[src/rtl/core/blr_pkg.sv]
// Shared constants and types for the Bresenham line rasterizer.
// Used by the top level, its port checker and the testbench; depends on nothing else.
package blr_pkg;

   // Raster size in pixels
   localparam int RASTER_WIDTH  = 128;
   localparam int RASTER_HEIGHT = 64;

   // Port widths of the coordinate fields
   localparam int X_W = 7;
   localparam int Y_W = 6;

   // Internal coordinate width: wide enough for either axis
   localparam int C_W = (X_W > Y_W) ? X_W : Y_W;

   // Signed error accumulator width
   localparam int E_W = C_W + 2;

   // Sequencer states
   typedef enum logic [1:0] {
      ST_IDLE,
      ST_SETUP,
      ST_INIT,
      ST_WALK
   } state_type;

endpackage

[src/rtl/core/bresenham_line_rasterizer.sv]
// Sequencing: an item is accepted in idle, then passes through the setup and init states; the walk
// then steps one pixel per cycle unless a stalled result holds it, registering each pixel pair.
// A line stalls the input until its last pixel is walked, so no new item is taken while one is in
// flight; the pace is set by the single error-update step, one pixel per cycle while the output is free.
// Reset (synchronous, active high) returns the sequencer to idle and drops rsp_valid.
// Depends on blr_pkg.
module bresenham_line_rasterizer
   import blr_pkg::*;
(
   input  logic           clock,
   input  logic           reset,
   input  logic           req_valid,
   output logic           req_stall,
   input  logic [X_W-1:0] req_start_x,
   input  logic [Y_W-1:0] req_start_y,
   input  logic [X_W-1:0] req_end_x,
   input  logic [Y_W-1:0] req_end_y,
   input  logic           req_erase_mode,
   output logic           rsp_valid,
   input  logic           rsp_stall,
   output logic [X_W-1:0] rsp_pixel_a_x,
   output logic [Y_W-1:0] rsp_pixel_a_y,
   output logic [X_W-1:0] rsp_pixel_b_x,
   output logic [Y_W-1:0] rsp_pixel_b_y,
   output logic           rsp_pixel_b_valid,
   output logic           rsp_pixel_clear,
   output logic           rsp_last_of_line
);

   localparam logic [C_W-1:0] X_MAX = C_W'(RASTER_WIDTH - 1);
   localparam logic [C_W-1:0] Y_MAX = C_W'(RASTER_HEIGHT - 1);

   state_type state_ff, state_in;

   logic [C_W-1:0] ax_ff, ax_in, ay_ff, ay_in, bx_ff, bx_in, by_ff, by_in;
   logic           clr_ff, clr_in;
   logic           swap_ff, swap_in;
   logic           step_neg_ff, step_neg_in;
   logic [C_W-1:0] mj_ff, mj_in, mn_ff, mn_in, maj_end_ff, maj_end_in;
   logic [C_W-1:0] dmaj_ff, dmaj_in, dmin_ff, dmin_in, diff_ff, diff_in;
   logic signed [E_W-1:0] err_ff, err_in;
   logic           have_a_ff, have_a_in;
   logic [C_W-1:0] buf_x_ff, buf_x_in, buf_y_ff, buf_y_in;

   logic           rsp_valid_ff, rsp_valid_in;
   logic [X_W-1:0] rsp_a_x_ff, rsp_a_x_in, rsp_b_x_ff, rsp_b_x_in;
   logic [Y_W-1:0] rsp_a_y_ff, rsp_a_y_in, rsp_b_y_ff, rsp_b_y_in;
   logic           rsp_b_valid_ff, rsp_b_valid_in;
   logic           rsp_clear_ff, rsp_clear_in;
   logic           rsp_last_ff, rsp_last_in;

   // Clamped endpoints at the input
   logic [C_W-1:0] in_ax, in_ay, in_bx, in_by;

   // Setup terms
   logic [C_W-1:0] span_x, span_y;
   logic           swap_c;
   logic [C_W-1:0] maj0, min0, maj1, min1;

   // Walk terms
   logic [C_W-1:0] px, py;
   logic           last_px, emit, out_free, advance;
   logic signed [E_W-1:0] err_sub, err_add;

   // Saturate off-raster endpoints to the edge
   always_comb begin
      in_ax = (C_W'(req_start_x) > X_MAX) ? X_MAX : C_W'(req_start_x);
      in_ay = (C_W'(req_start_y) > Y_MAX) ? Y_MAX : C_W'(req_start_y);
      in_bx = (C_W'(req_end_x) > X_MAX) ? X_MAX : C_W'(req_end_x);
      in_by = (C_W'(req_end_y) > Y_MAX) ? Y_MAX : C_W'(req_end_y);
   end

   // Pick the major axis and order the endpoints so the major coordinate rises
   always_comb begin
      span_x = (ax_ff > bx_ff) ? (ax_ff - bx_ff) : (bx_ff - ax_ff);
      span_y = (ay_ff > by_ff) ? (ay_ff - by_ff) : (by_ff - ay_ff);
      swap_c = (span_y > span_x);
      if (swap_c) begin
         maj0 = ay_ff;
         min0 = ax_ff;
         maj1 = by_ff;
         min1 = bx_ff;
      end else begin
         maj0 = ax_ff;
         min0 = ay_ff;
         maj1 = bx_ff;
         min1 = by_ff;
      end
      if (maj0 > maj1) begin
         {maj0, maj1} = {maj1, maj0};
         {min0, min1} = {min1, min0};
      end
   end

   // Current pixel and the shared error update
   always_comb begin
      px       = swap_ff ? mn_ff : mj_ff;
      py       = swap_ff ? mj_ff : mn_ff;
      last_px  = (mj_ff == maj_end_ff);
      emit     = have_a_ff || last_px;
      out_free = !rsp_valid_ff || !rsp_stall;
      advance  = (state_ff == ST_WALK) && (!emit || out_free);
      err_sub  = err_ff - $signed({2'b00, dmin_ff});
      err_add  = err_ff + $signed({2'b00, diff_ff});
   end

   // Next state and datapath
   always_comb begin
      state_in       = state_ff;
      ax_in          = ax_ff;
      ay_in          = ay_ff;
      bx_in          = bx_ff;
      by_in          = by_ff;
      clr_in         = clr_ff;
      swap_in        = swap_ff;
      step_neg_in    = step_neg_ff;
      mj_in          = mj_ff;
      mn_in          = mn_ff;
      maj_end_in     = maj_end_ff;
      dmaj_in        = dmaj_ff;
      dmin_in        = dmin_ff;
      diff_in        = diff_ff;
      err_in         = err_ff;
      have_a_in      = have_a_ff;
      buf_x_in       = buf_x_ff;
      buf_y_in       = buf_y_ff;
      rsp_a_x_in     = rsp_a_x_ff;
      rsp_a_y_in     = rsp_a_y_ff;
      rsp_b_x_in     = rsp_b_x_ff;
      rsp_b_y_in     = rsp_b_y_ff;
      rsp_b_valid_in = rsp_b_valid_ff;
      rsp_clear_in   = rsp_clear_ff;
      rsp_last_in    = rsp_last_ff;

      // Drop the result once taken
      rsp_valid_in = rsp_valid_ff && rsp_stall;

      unique case (state_ff)
         ST_IDLE: begin
            if (req_valid) begin
               ax_in    = in_ax;
               ay_in    = in_ay;
               bx_in    = in_bx;
               by_in    = in_by;
               clr_in   = req_erase_mode;
               state_in = ST_SETUP;
            end
         end
         ST_SETUP: begin
            swap_in     = swap_c;
            mj_in       = maj0;
            mn_in       = min0;
            maj_end_in  = maj1;
            dmaj_in     = swap_c ? span_y : span_x;
            dmin_in     = swap_c ? span_x : span_y;
            step_neg_in = !(min1 > min0);
            have_a_in   = 1'b0;
            state_in    = ST_INIT;
         end
         ST_INIT: begin
            err_in   = $signed({3'b000, dmaj_ff[C_W-1:1]});
            diff_in  = dmaj_ff - dmin_ff;
            state_in = ST_WALK;
         end
         ST_WALK: begin
            if (advance) begin
               // Pair up pixels; flush a lone last pixel with b invalid
               if (emit) begin
                  rsp_valid_in = 1'b1;
                  rsp_clear_in = clr_ff;
                  rsp_last_in  = last_px;
                  have_a_in    = 1'b0;
                  if (have_a_ff) begin
                     rsp_a_x_in     = buf_x_ff[X_W-1:0];
                     rsp_a_y_in     = buf_y_ff[Y_W-1:0];
                     rsp_b_x_in     = px[X_W-1:0];
                     rsp_b_y_in     = py[Y_W-1:0];
                     rsp_b_valid_in = 1'b1;
                  end else begin
                     rsp_a_x_in     = px[X_W-1:0];
                     rsp_a_y_in     = py[Y_W-1:0];
                     rsp_b_x_in     = '0;
                     rsp_b_y_in     = '0;
                     rsp_b_valid_in = 1'b0;
                  end
               end else begin
                  buf_x_in  = px;
                  buf_y_in  = py;
                  have_a_in = 1'b1;
               end
               // Advance the walk one pixel
               mj_in = mj_ff + C_W'(1);
               if (err_sub < 0) begin
                  err_in = err_add;
                  mn_in  = step_neg_ff ? (mn_ff - C_W'(1)) : (mn_ff + C_W'(1));
               end else begin
                  err_in = err_sub;
               end
               if (last_px) begin
                  state_in = ST_IDLE;
               end
            end
         end
         default: begin
            state_in = ST_IDLE;
         end
      endcase
   end

   // Control registers
   always_ff @(posedge clock) begin
      if (reset) begin
         state_ff     <= ST_IDLE;
         have_a_ff    <= 1'b0;
         rsp_valid_ff <= 1'b0;
      end else begin
         state_ff     <= state_in;
         have_a_ff    <= have_a_in;
         rsp_valid_ff <= rsp_valid_in;
      end
   end

   // Payload registers
   always_ff @(posedge clock) begin
      ax_ff          <= ax_in;
      ay_ff          <= ay_in;
      bx_ff          <= bx_in;
      by_ff          <= by_in;
      clr_ff         <= clr_in;
      swap_ff        <= swap_in;
      step_neg_ff    <= step_neg_in;
      mj_ff          <= mj_in;
      mn_ff          <= mn_in;
      maj_end_ff     <= maj_end_in;
      dmaj_ff        <= dmaj_in;
      dmin_ff        <= dmin_in;
      diff_ff        <= diff_in;
      err_ff         <= err_in;
      buf_x_ff       <= buf_x_in;
      buf_y_ff       <= buf_y_in;
      rsp_a_x_ff     <= rsp_a_x_in;
      rsp_a_y_ff     <= rsp_a_y_in;
      rsp_b_x_ff     <= rsp_b_x_in;
      rsp_b_y_ff     <= rsp_b_y_in;
      rsp_b_valid_ff <= rsp_b_valid_in;
      rsp_clear_ff   <= rsp_clear_in;
      rsp_last_ff    <= rsp_last_in;
   end

   assign req_stall         = (state_ff != ST_IDLE);
   assign rsp_valid         = rsp_valid_ff;
   assign rsp_pixel_a_x     = rsp_a_x_ff;
   assign rsp_pixel_a_y     = rsp_a_y_ff;
   assign rsp_pixel_b_x     = rsp_b_x_ff;
   assign rsp_pixel_b_y     = rsp_b_y_ff;
   assign rsp_pixel_b_valid = rsp_b_valid_ff;
   assign rsp_pixel_clear   = rsp_clear_ff;
   assign rsp_last_of_line  = rsp_last_ff;

endmodule

[config.mk]
export PLATFORM = sky130hd
export DESIGN_NAME = bresenham_line_rasterizer
export DESIGN_NICKNAME = d
export VERILOG_FILES = /design/src/rtl/core/blr_pkg.sv /design/src/rtl/core/bresenham_line_rasterizer.sv
export SDC_FILE = /design/constraint.sdc
export NUM_CORES = 1
export LEC_CHECK = 0
export BUFFER_PORTS_ARGS = -buffer_cell sky130_fd_sc_hd__buf_2
export CAP_MARGIN = 20
export CORE_MARGIN = 2
export CORE_UTILIZATION = 41
export CTS_CLUSTER_DIAMETER = 80
export CTS_CLUSTER_SIZE = 16
export DETAILED_ROUTE_END_ITERATION = 8
export PLACE_DENSITY = 0.69
export SLEW_MARGIN = 20
export SYNTH_ARGS = -nofsm -noshare
export SYNTH_HDL_FRONTEND = slang
export SYNTH_SLANG_ARGS = --single-unit
export TNS_END_PERCENT = 30
[constraint.sdc]
create_clock -name clock -period 11 [get_ports clock]
set_input_delay 2.2 -clock clock [delete_from_list [all_inputs] [get_ports clock]]
set_output_delay 2.2 -clock clock [all_outputs]
set_load 0.005 [all_outputs]
* Word-level counts from Yosys, hierarchy flattened
Cells that the tools add are included.
Storage, ports and cells: output and inout bits 31, word-level logic and storage cells 109, bits of input ports 31, register bits after elaboration 126
Cells by class: equal/unequal tests 8, mux-type cells 36, reduce and logical (&&, ||, !) cells 20, order comparisons 8, bitwise logic cells 1, add/sub/neg operators 10
Operator list (number):
- two-way mux 7 bit | 18
- > comparator 7 bit | 4
- case mux 7 bit (2 select lines) | 2
- subtractor 7 bit | 3
- two-way mux 9 bit | 2
- case mux 9 bit (2 select lines) | 1
- adder 7 x 1 -> 7 bit (second input constant) | 2
- > comparator 7 bit (second input constant) | 2
- subtractor 6 x 6 -> 7 bit | 2
- two-way mux 6 bit | 2
- AND reduction 3 bit | 4
- adder 9 x 8 -> 9 bit | 1
- < comparator 9 x 1 -> 1 bit (second input constant) | 1
- subtractor 9 x 8 -> 9 bit | 1
- case mux 2 bit (4 select lines) | 1
- equality test 7 bit | 1
- subtractor 7 x 1 -> 7 bit (second input constant) | 1
- > comparator 6 bit | 1
- two-way mux 1 bit | 6
- two-way mux 2 bit | 3
- != test 2 bit (second input constant) | 3
- AND reduction 2 bit | 3
- nonzero test 2 bit | 3
- equality test 2 bit (second input constant) | 2
- other kinds (8) | 14

* Logic depth before layout (Yosys ltp)
Gate-level depths: netlist of run 1.
word-level depth 8, gate-level depth with buffers 32, depth with buffers taken out 30

* Worst setup path after synthesis of run 1
OpenSTA, ideal clock, no wires.
path kind reg2reg, from reg ax_ff[6], to reg step_neg_ff, data pin, stages on the path, launching flop included 29, arrival time 6.144 ns, setup slack 4.704 ns, library setup time 0.152 ns, clock period less this slack 6.296 ns, buffers on the path 4, required time 10.848 ns, path through edfxtp_1 -> ha_1 -> buf_6 -> a21o_1 -> or3_1 -> o21a_1 -> and2_4 -> or3_1 -> and2_1 -> ha_1 -> and3_4 -> a221o_1 -> o21ai_4 -> buf_6 -> mux2i_1 -> ha_1 -> a21o_1 -> a21oi_1 -> nand3_2 -> nand2_1 -> buf_2 -> clkbuf_1 -> a31oi_1 -> ha_1 -> a21oi_1 -> nor2b_1 -> o21ai_0 -> o21ai_0 -> o22ai_1
Between the ends: longest elaborated chain between the ends 8, elaborated cells on any way between the ends 14, those cells by class add/sub: 2; order compare: 4; mux: 7; reduce/logical: 1
Ends and longest elaborated chain:
- start: declaration | line bresenham_line_rasterizer.sv:35 | logic [C_W-1:0] ax_ff, ax_in, ay_ff, ay_in, bx_ff, bx_in, by_ff, by_in;
- start signal: assignment | line bresenham_line_rasterizer.sv:225 | ax_ff <= ax_in;
- subtractor 7 bit / > comparator 7 bit (equally long branches) | line bresenham_line_rasterizer.sv:75 | span_x = (ax_ff > bx_ff) ? (ax_ff - bx_ff) : (bx_ff - ax_ff);
- two-way mux 7 bit | line bresenham_line_rasterizer.sv:75
- > comparator 7 bit | line bresenham_line_rasterizer.sv:77 | swap_c = (span_y > span_x);
- two-way mux 7 bit | line bresenham_line_rasterizer.sv:78 | if (swap_c) begin
- > comparator 7 bit | line bresenham_line_rasterizer.sv:89 | if (maj0 > maj1) begin
- two-way mux 7 bit | line bresenham_line_rasterizer.sv:89
- > comparator 7 bit * | line bresenham_line_rasterizer.sv:156 | step_neg_in = !(min1 > min0);
- zero test 1 bit * | line bresenham_line_rasterizer.sv:156
- end signal: assignment | line bresenham_line_rasterizer.sv:231 | step_neg_ff <= step_neg_in;
- end: declaration | line bresenham_line_rasterizer.sv:38 | logic step_neg_ff, step_neg_in;
Every way passes the cells marked *; elsewhere a longest branch is shown, timed or not. A chain may end at the register's enable or synchronous reset.

* Worst setup path in the final report of run 1
Same ends and word-level chain as after synthesis.

==> impl_metrics.env, run 1 <==
export IMPL_status="completed"
export IMPL_track_usage_pct=18.38
export IMPL_syn_area_mm2=0.008732
export IMPL_dieHeight_um=149.9
export IMPL_drtIter0Drc=556
export IMPL_core_mm2=0.02096
export IMPL_antenna_left=0
export IMPL_avgRoutedWirePerCell_um=16.89
export IMPL_drv_slew=0
export IMPL_ys_warn_count=0
export IMPL_register_area_mm2=0.003744
export IMPL_rsz0062_at_grt="false"
export IMPL_fin_nets=994
export IMPL_synth_edf_count=122
export IMPL_cap_violations=0
export IMPL_ys_async_sr_fraction_pct=0
export IMPL_drc=0
export IMPL_hold_class="reg -> reg"
export IMPL_slew_headroom_pct=30.25
export IMPL_fp_row_count=53
export IMPL_cts_tree="built"
export IMPL_path_clk_slew_ps=70
export IMPL_cts_setup_buffers=0
export IMPL_path_max_fanout=54
export IMPL_worstSetupEndpointType="flip-flop"
export IMPL_cts_resized=0
export IMPL_synthTopCellsByArea="edfxtp_1 42%, ha_1 11%, a21oi_1 4.1%"
export IMPL_vias=6344
export IMPL_die_area_mm2=0.02248
export IMPL_clkLatencyLatePin_ps=430
export IMPL_drive_above_1_share_pct=17.21
export IMPL_numPortBuffers=61
export IMPL_critPathRequiredTime_ps=11280
export IMPL_cts_hold_buf=0
export IMPL_synth_most_common_cell="edfxtp_1"
export IMPL_via_per_inst=5.450
export IMPL_finalSetupViolCount=0
export IMPL_period_share_pct=70.43
export IMPL_start_util_pct=41.67
export IMPL_cts_max_path_buffers=2
export IMPL_cp_arrival_ps=8030
export IMPL_overflow=0
export IMPL_io_pins=62
export IMPL_worstSetupPathType="reg -> reg"
export IMPL_synth_cells=834
export IMPL_synth_ff_type="edfxtp_1"
export IMPL_h_tree_depth=4
export IMPL_grt_pass1_vias=6257
export IMPL_detailed_place_area_mm2=0.009231
export IMPL_grt_max_degree=55
export IMPL_syn_avg_cell_area_um2=10.47
export IMPL_synth_seq_cells=126
export IMPL_clock_sinks=126
export IMPL_drt_first_pass_iters=6
export IMPL_setup_tns_ps=0
export IMPL_synth_cell_types=66
export IMPL_worstMarginPinSlew_ps=1045
export IMPL_numCtsBuffers=17
export IMPL_routed_wirelength_um=19660
export IMPL_die_x_um=149.9
export IMPL_fin_skew_ps=14.81
export IMPL_syn_nets=952
export IMPL_cp_start_kind="flip-flop"
export IMPL_final_hold_viol_count=0
export IMPL_yosysSeqAreaShare_pct=42.87
export IMPL_clockRootBuffer="clkbuf_16"
export IMPL_finalInstanceArea_mm2=0.009828
export IMPL_grt_antenna_before_repair=0
export IMPL_routabilityCongestion=0.9074
export IMPL_synth_area_leader_cell="edfxtp_1"
export IMPL_nFillCells=1939
export IMPL_multi_input_area_mm2=0.004539
export IMPL_dp_hpwl_um=14850
export IMPL_grt_pass1_wl_um=32170
export IMPL_insertedDiodeCount=0
export IMPL_synth_common_cells="122 x edfxtp_1, 79 x ha_1, 72 x a21oi_1"
export IMPL_finalCriticalPeriod_ps=7747
export IMPL_area_growth_pct=12.55
export IMPL_fmax_mhz=129.1
export IMPL_yosys_area_top_type_share_pct=41.95
-- cells in the final DEF, fill, tap and decap left out, types with 4 or more instances in the layout --
cell | synthesis | final
and2_1 | 34 | 34
o211ai_1 | 7 | 7
xor2_1 | 13 | 13
nor4_1 | 4 | 4
edfxtp_1 | 122 | 122
mux2_2 | 31 | 31
a21o_1 | 16 | 16
a21oi_1 | 72 | 71
ha_1 | 79 | 78
a221o_1 | 6 | 6
o21ai_0 | 34 | 34
inv_8 | 0 | 4
a31oi_1 | 6 | 6
a211oi_1 | 8 | 8
a221oi_1 | 6 | 6
nor2_1 | 39 | 39
mux2i_1 | 27 | 27
nand2b_1 | 18 | 18
inv_1 | 69 | 69
buf_4 | 4 | 6
nand3_1 | 17 | 17
inv_6 | 0 | 6
o21ai_1 | 6 | 6
o21a_1 | 8 | 8
nand4_1 | 11 | 11
a21boi_0 | 7 | 7
o221a_2 | 6 | 6
xnor2_1 | 20 | 20
a211o_1 | 4 | 4
buf_2 | 7 | 61
dfxtp_1 | 4 | 4
fa_1 | 8 | 8
nand2_1 | 40 | 40
nor2b_1 | 12 | 12
nor3_1 | 6 | 6
clkbuf_16 | 0 | 17
or2_2 | 5 | 5
-- worst paths after layout --
kind	depth (start not counted)	endpoint	slack (ps)	from
setup / recovery	26	step_neg_ff	3250	ax_ff[6]
hold reg to reg	0	rsp_pixel_clear	430	clr_ff
hold / removal	0	rsp_pixel_clear	430	clr_ff
setup reg to reg	26	step_neg_ff	3250	ax_ff[6]
-- state kept, by name, summed over array words and instances (netlist names), 7 cells and up --
signal         count
ax_ff              7
bx_ff              7
rsp_pixel_a_x      7
mj_ff              7
maj_end_ff         7
rsp_pixel_b_x      7
dmaj_ff            7
mn_ff              7
dmin_ff            7
err_ff             9
diff_ff            7
buf_x_ff           7
-- final cells by class --
class                   count  share of cell area [%]
multi-input cells         594                   46.19
inverters                  70                   2.673
well taps                 275                   3.501
clock inverters            15                   1.655
repair buffers             67                   3.565
clock buffers              17                   4.328
flip-flops and latches    126                   38.09
-- metrics by stage --
| step | cells | setup slack, ps | hold slack (ps) | utilization [%] |
|---|---|---|---|---|
| floorplan | 834 | 4704 | 400.3 | - |
| global placement | 1132 | 3545 | 400.9 | 44.05 |
| detailed placement | 1132 | 3418 | 408.8 | 44.05 |
| CTS | 1164 | 3375 | 426.3 | 46.86 |
| global route | 1164 | 2705 | 436.6 | 46.90 |
| finish | 1164 | 3253 | 428.4 | 46.90 |
-- metal layers --
| layer | wire length, um | share of wire (%) | vias up | track usage (%) |
|---|---|---|---|---|
| li1 | - | - | 3124 | - |
| met1 | 9156 | 47 | 2994 | 25.33 |
| met2 | 9264 | 47 | 208 | 29.63 |
| met3 | 1016 | 5.2 | 18 | 3.628 |
| met4 | 220 | 1.1 | 0 | 4.858 |
| met5 | 0 | 0 | - | 0 |
-- critical path, cell delays in order (launching register included) --
cell and delay, ps:
edfxtp_1 470, ha_1 490, a21o_1 270, or3_1 340
o21ai_1 310, nor4_1 100, or3_1 430, and2_1 190
ha_1 290, and3_4 160, a221o_1 400, o21ai_4 150
buf_4 510, mux2i_1 350, inv_1 90, ha_1 180
nand3b_1 170, a211o_1 280, nand3_2 280, nand2_1 630
a221o_1 600, o21ai_1 110, ha_1 260, a21o_1 160
a21oi_1 120, o21ai_0 80, o22ai_1 140
-- cell families (layout without fill, tap and decap cells) --
family	count (synthesis)	after routing	share of synthesized area, %
XOR/XNOR	33	33	3.310
multiplexers	58	58	7.093
AND/OR/NAND/NOR	205	205	12.42
AO/OA/AOI/OAI	211	211	15.80
buffers and inverters	114	169	5.345
adder cells (fa/ha/maj)	87	87	13.15
flip-flops	126	126	42.87
Power of run 1 is left out: the tool's default activity adds up to more than one toggle a clock period on the data nets, which glitch-free logic cannot reach.
==> inputs of run 2 (changes only) <==
==> constraint.sdc (replaced) <==
create_clock -name clock -period 7.8 [get_ports clock]
set_input_delay 1.56 -clock clock [delete_from_list [all_inputs] [get_ports clock]]
set_output_delay 1.56 -clock clock [all_outputs]
set_load 0.005 [all_outputs]
==> impl_metrics.env, run 2 (synthesis results as in run 1) <==
export IMPL_status="completed"
export IMPL_final_common_cell="edfxtp_1"
export IMPL_grt_pass1_vias=6192
export IMPL_drc=0
export IMPL_die_x_um=149.9
export IMPL_via_per_inst=5.461
export IMPL_path_clk_slew_ps=70
export IMPL_wl_met3_um=1176
export IMPL_h_tree_depth=4
export IMPL_final_hold_viol_count=0
export IMPL_timing_critical_path_buf_inv=1
export IMPL_hold_class="reg -> reg"
export IMPL_worstSetupEndpointType="flip-flop"
export IMPL_cap_violations=0
export IMPL_rsz0062_at_grt="false"
export IMPL_r2r_slack_ps=480
export IMPL_grt_max_degree=46
export IMPL_drt_first_pass_iters=5
export IMPL_fin_skew_ps=12.21
export IMPL_fp_row_count=53
export IMPL_drive_above_1_share_pct=17.40
export IMPL_cp_depth=26
export IMPL_slowest_stage="nand2_1"
export IMPL_path_common_cell="ha_1"
export IMPL_wl_met1_um=9354
export IMPL_dp_cells=1134
export IMPL_max_stage_delay_ps=560
export IMPL_hold_slack_ps=432.6
export IMPL_routabilityCongestion=0.9104
export IMPL_io_pins=62
export IMPL_drv_slew=0
export IMPL_finalSetupViolCount=0
export IMPL_grt_pass1_wl_um=31970
export IMPL_r2r_start="ax_ff[6]"
export IMPL_clock_sinks=126
export IMPL_cts_tree="built"
export IMPL_setup_tns_ps=0
export IMPL_cp_arrival_ps=7600
export IMPL_start_util_pct=41.67
export IMPL_largest_reg_flops=9
export IMPL_reg2reg_to="step_neg_ff"
export IMPL_highest_layer="met4"
export IMPL_largest_register="err_ff"
export IMPL_route_met2_wl_um=9094
export IMPL_finalCriticalPeriod_ps=7319
export IMPL_antenna_left=0
export IMPL_endpoint="step_neg_ff"
export IMPL_dp_hpwl_um=15020
export IMPL_routed_wirelength_um=20080
export IMPL_cts_resized=0
export IMPL_nFillCells=1969
export IMPL_stdcell_count=1166
export IMPL_cts_hold_buf=0
export IMPL_area_growth_pct=12.71
export IMPL_cts_setup_buffers=0
export IMPL_avgRoutedWirePerCell_um=17.22
export IMPL_cts_max_path_buffers=2
export IMPL_fin_nets=996
export IMPL_track_usage_pct=18.32
export IMPL_critPathRequiredTime_ps=8080
export IMPL_overflow=0
export IMPL_vias=6368
export IMPL_rr_worst_depth=26
export IMPL_clkLatencyLatePin_ps=430
export IMPL_grt_antenna_before_repair=0
export IMPL_fmax_mhz=136.6
export IMPL_insertedDiodeCount=0
export IMPL_dieHeight_um=149.9
export IMPL_mostFrequentLayoutCells="122 x edfxtp_1, 78 x ha_1, 71 x a21oi_1, 69 x inv_1, 61 x buf_2"
export IMPL_path_max_fanout=19
export IMPL_cp_start_kind="flip-flop"
export IMPL_worstMarginPinSlew_ps=1048
export IMPL_core_mm2=0.02096
export IMPL_period_share_pct=93.83
export IMPL_die_area_mm2=0.02248
export IMPL_clockRootBuffer="clkbuf_16"
export IMPL_numPortBuffers=61
export IMPL_drtIter0Drc=533
export IMPL_slew_headroom_pct=29.81
export IMPL_numCtsBuffers=17
export IMPL_cp_startpoint="ax_ff[6]"
export IMPL_worstSetupPathType="reg -> reg"
export IMPL_crit_family="compound AO/OA/AOI/OAI gates"
## run 2: worst min path at each step
stage           start               to  slack [ps]  depth (start not counted)
2_1_floorplan  clr_ff  rsp_pixel_clear         400                          0
3_3_place_gp   clr_ff  rsp_pixel_clear         400                          0
3_5_place_dp   clr_ff  rsp_pixel_clear         420                          0
4_1_cts        clr_ff  rsp_pixel_clear         440                          0
5_1_grt        clr_ff  rsp_pixel_clear         450                          0
6_report       clr_ff  rsp_pixel_clear         430                          0
## run 2: layer usage
metal	global-route usage, %	up-vias
met5	0	-
met1	24.70	2987
met3	4.207	38
met4	6.604	0
met2	28.88	205
li1	-	3138
## run 2: per-stage QoR
step	util [%]	cell area, um2	worst slack (ps)
after floorplan	-	8732	1504
after global placement	44.12	9246	737.0
after detailed placement	44.12	9246	651.0
after CTS	46.95	9839	612.7
after global routing	46.97	9842	3.786
final	46.97	9842	481.5
## run 2: layout make-up
class                           count  area (um2)  share of cell area [%]
Multi-Input combinational cell    594        4533                   46.06
Sequential cell                   126        3744                   38.04
Clock buffer                       17       425.4                   4.322
Timing Repair Buffer               69       365.4                   3.712
Tap cell                          275       344.1                   3.496
Inverter                           70       262.8                   2.670
Clock inverter                     15       167.7                   1.704
Power of run 2 is left out for the same reason.
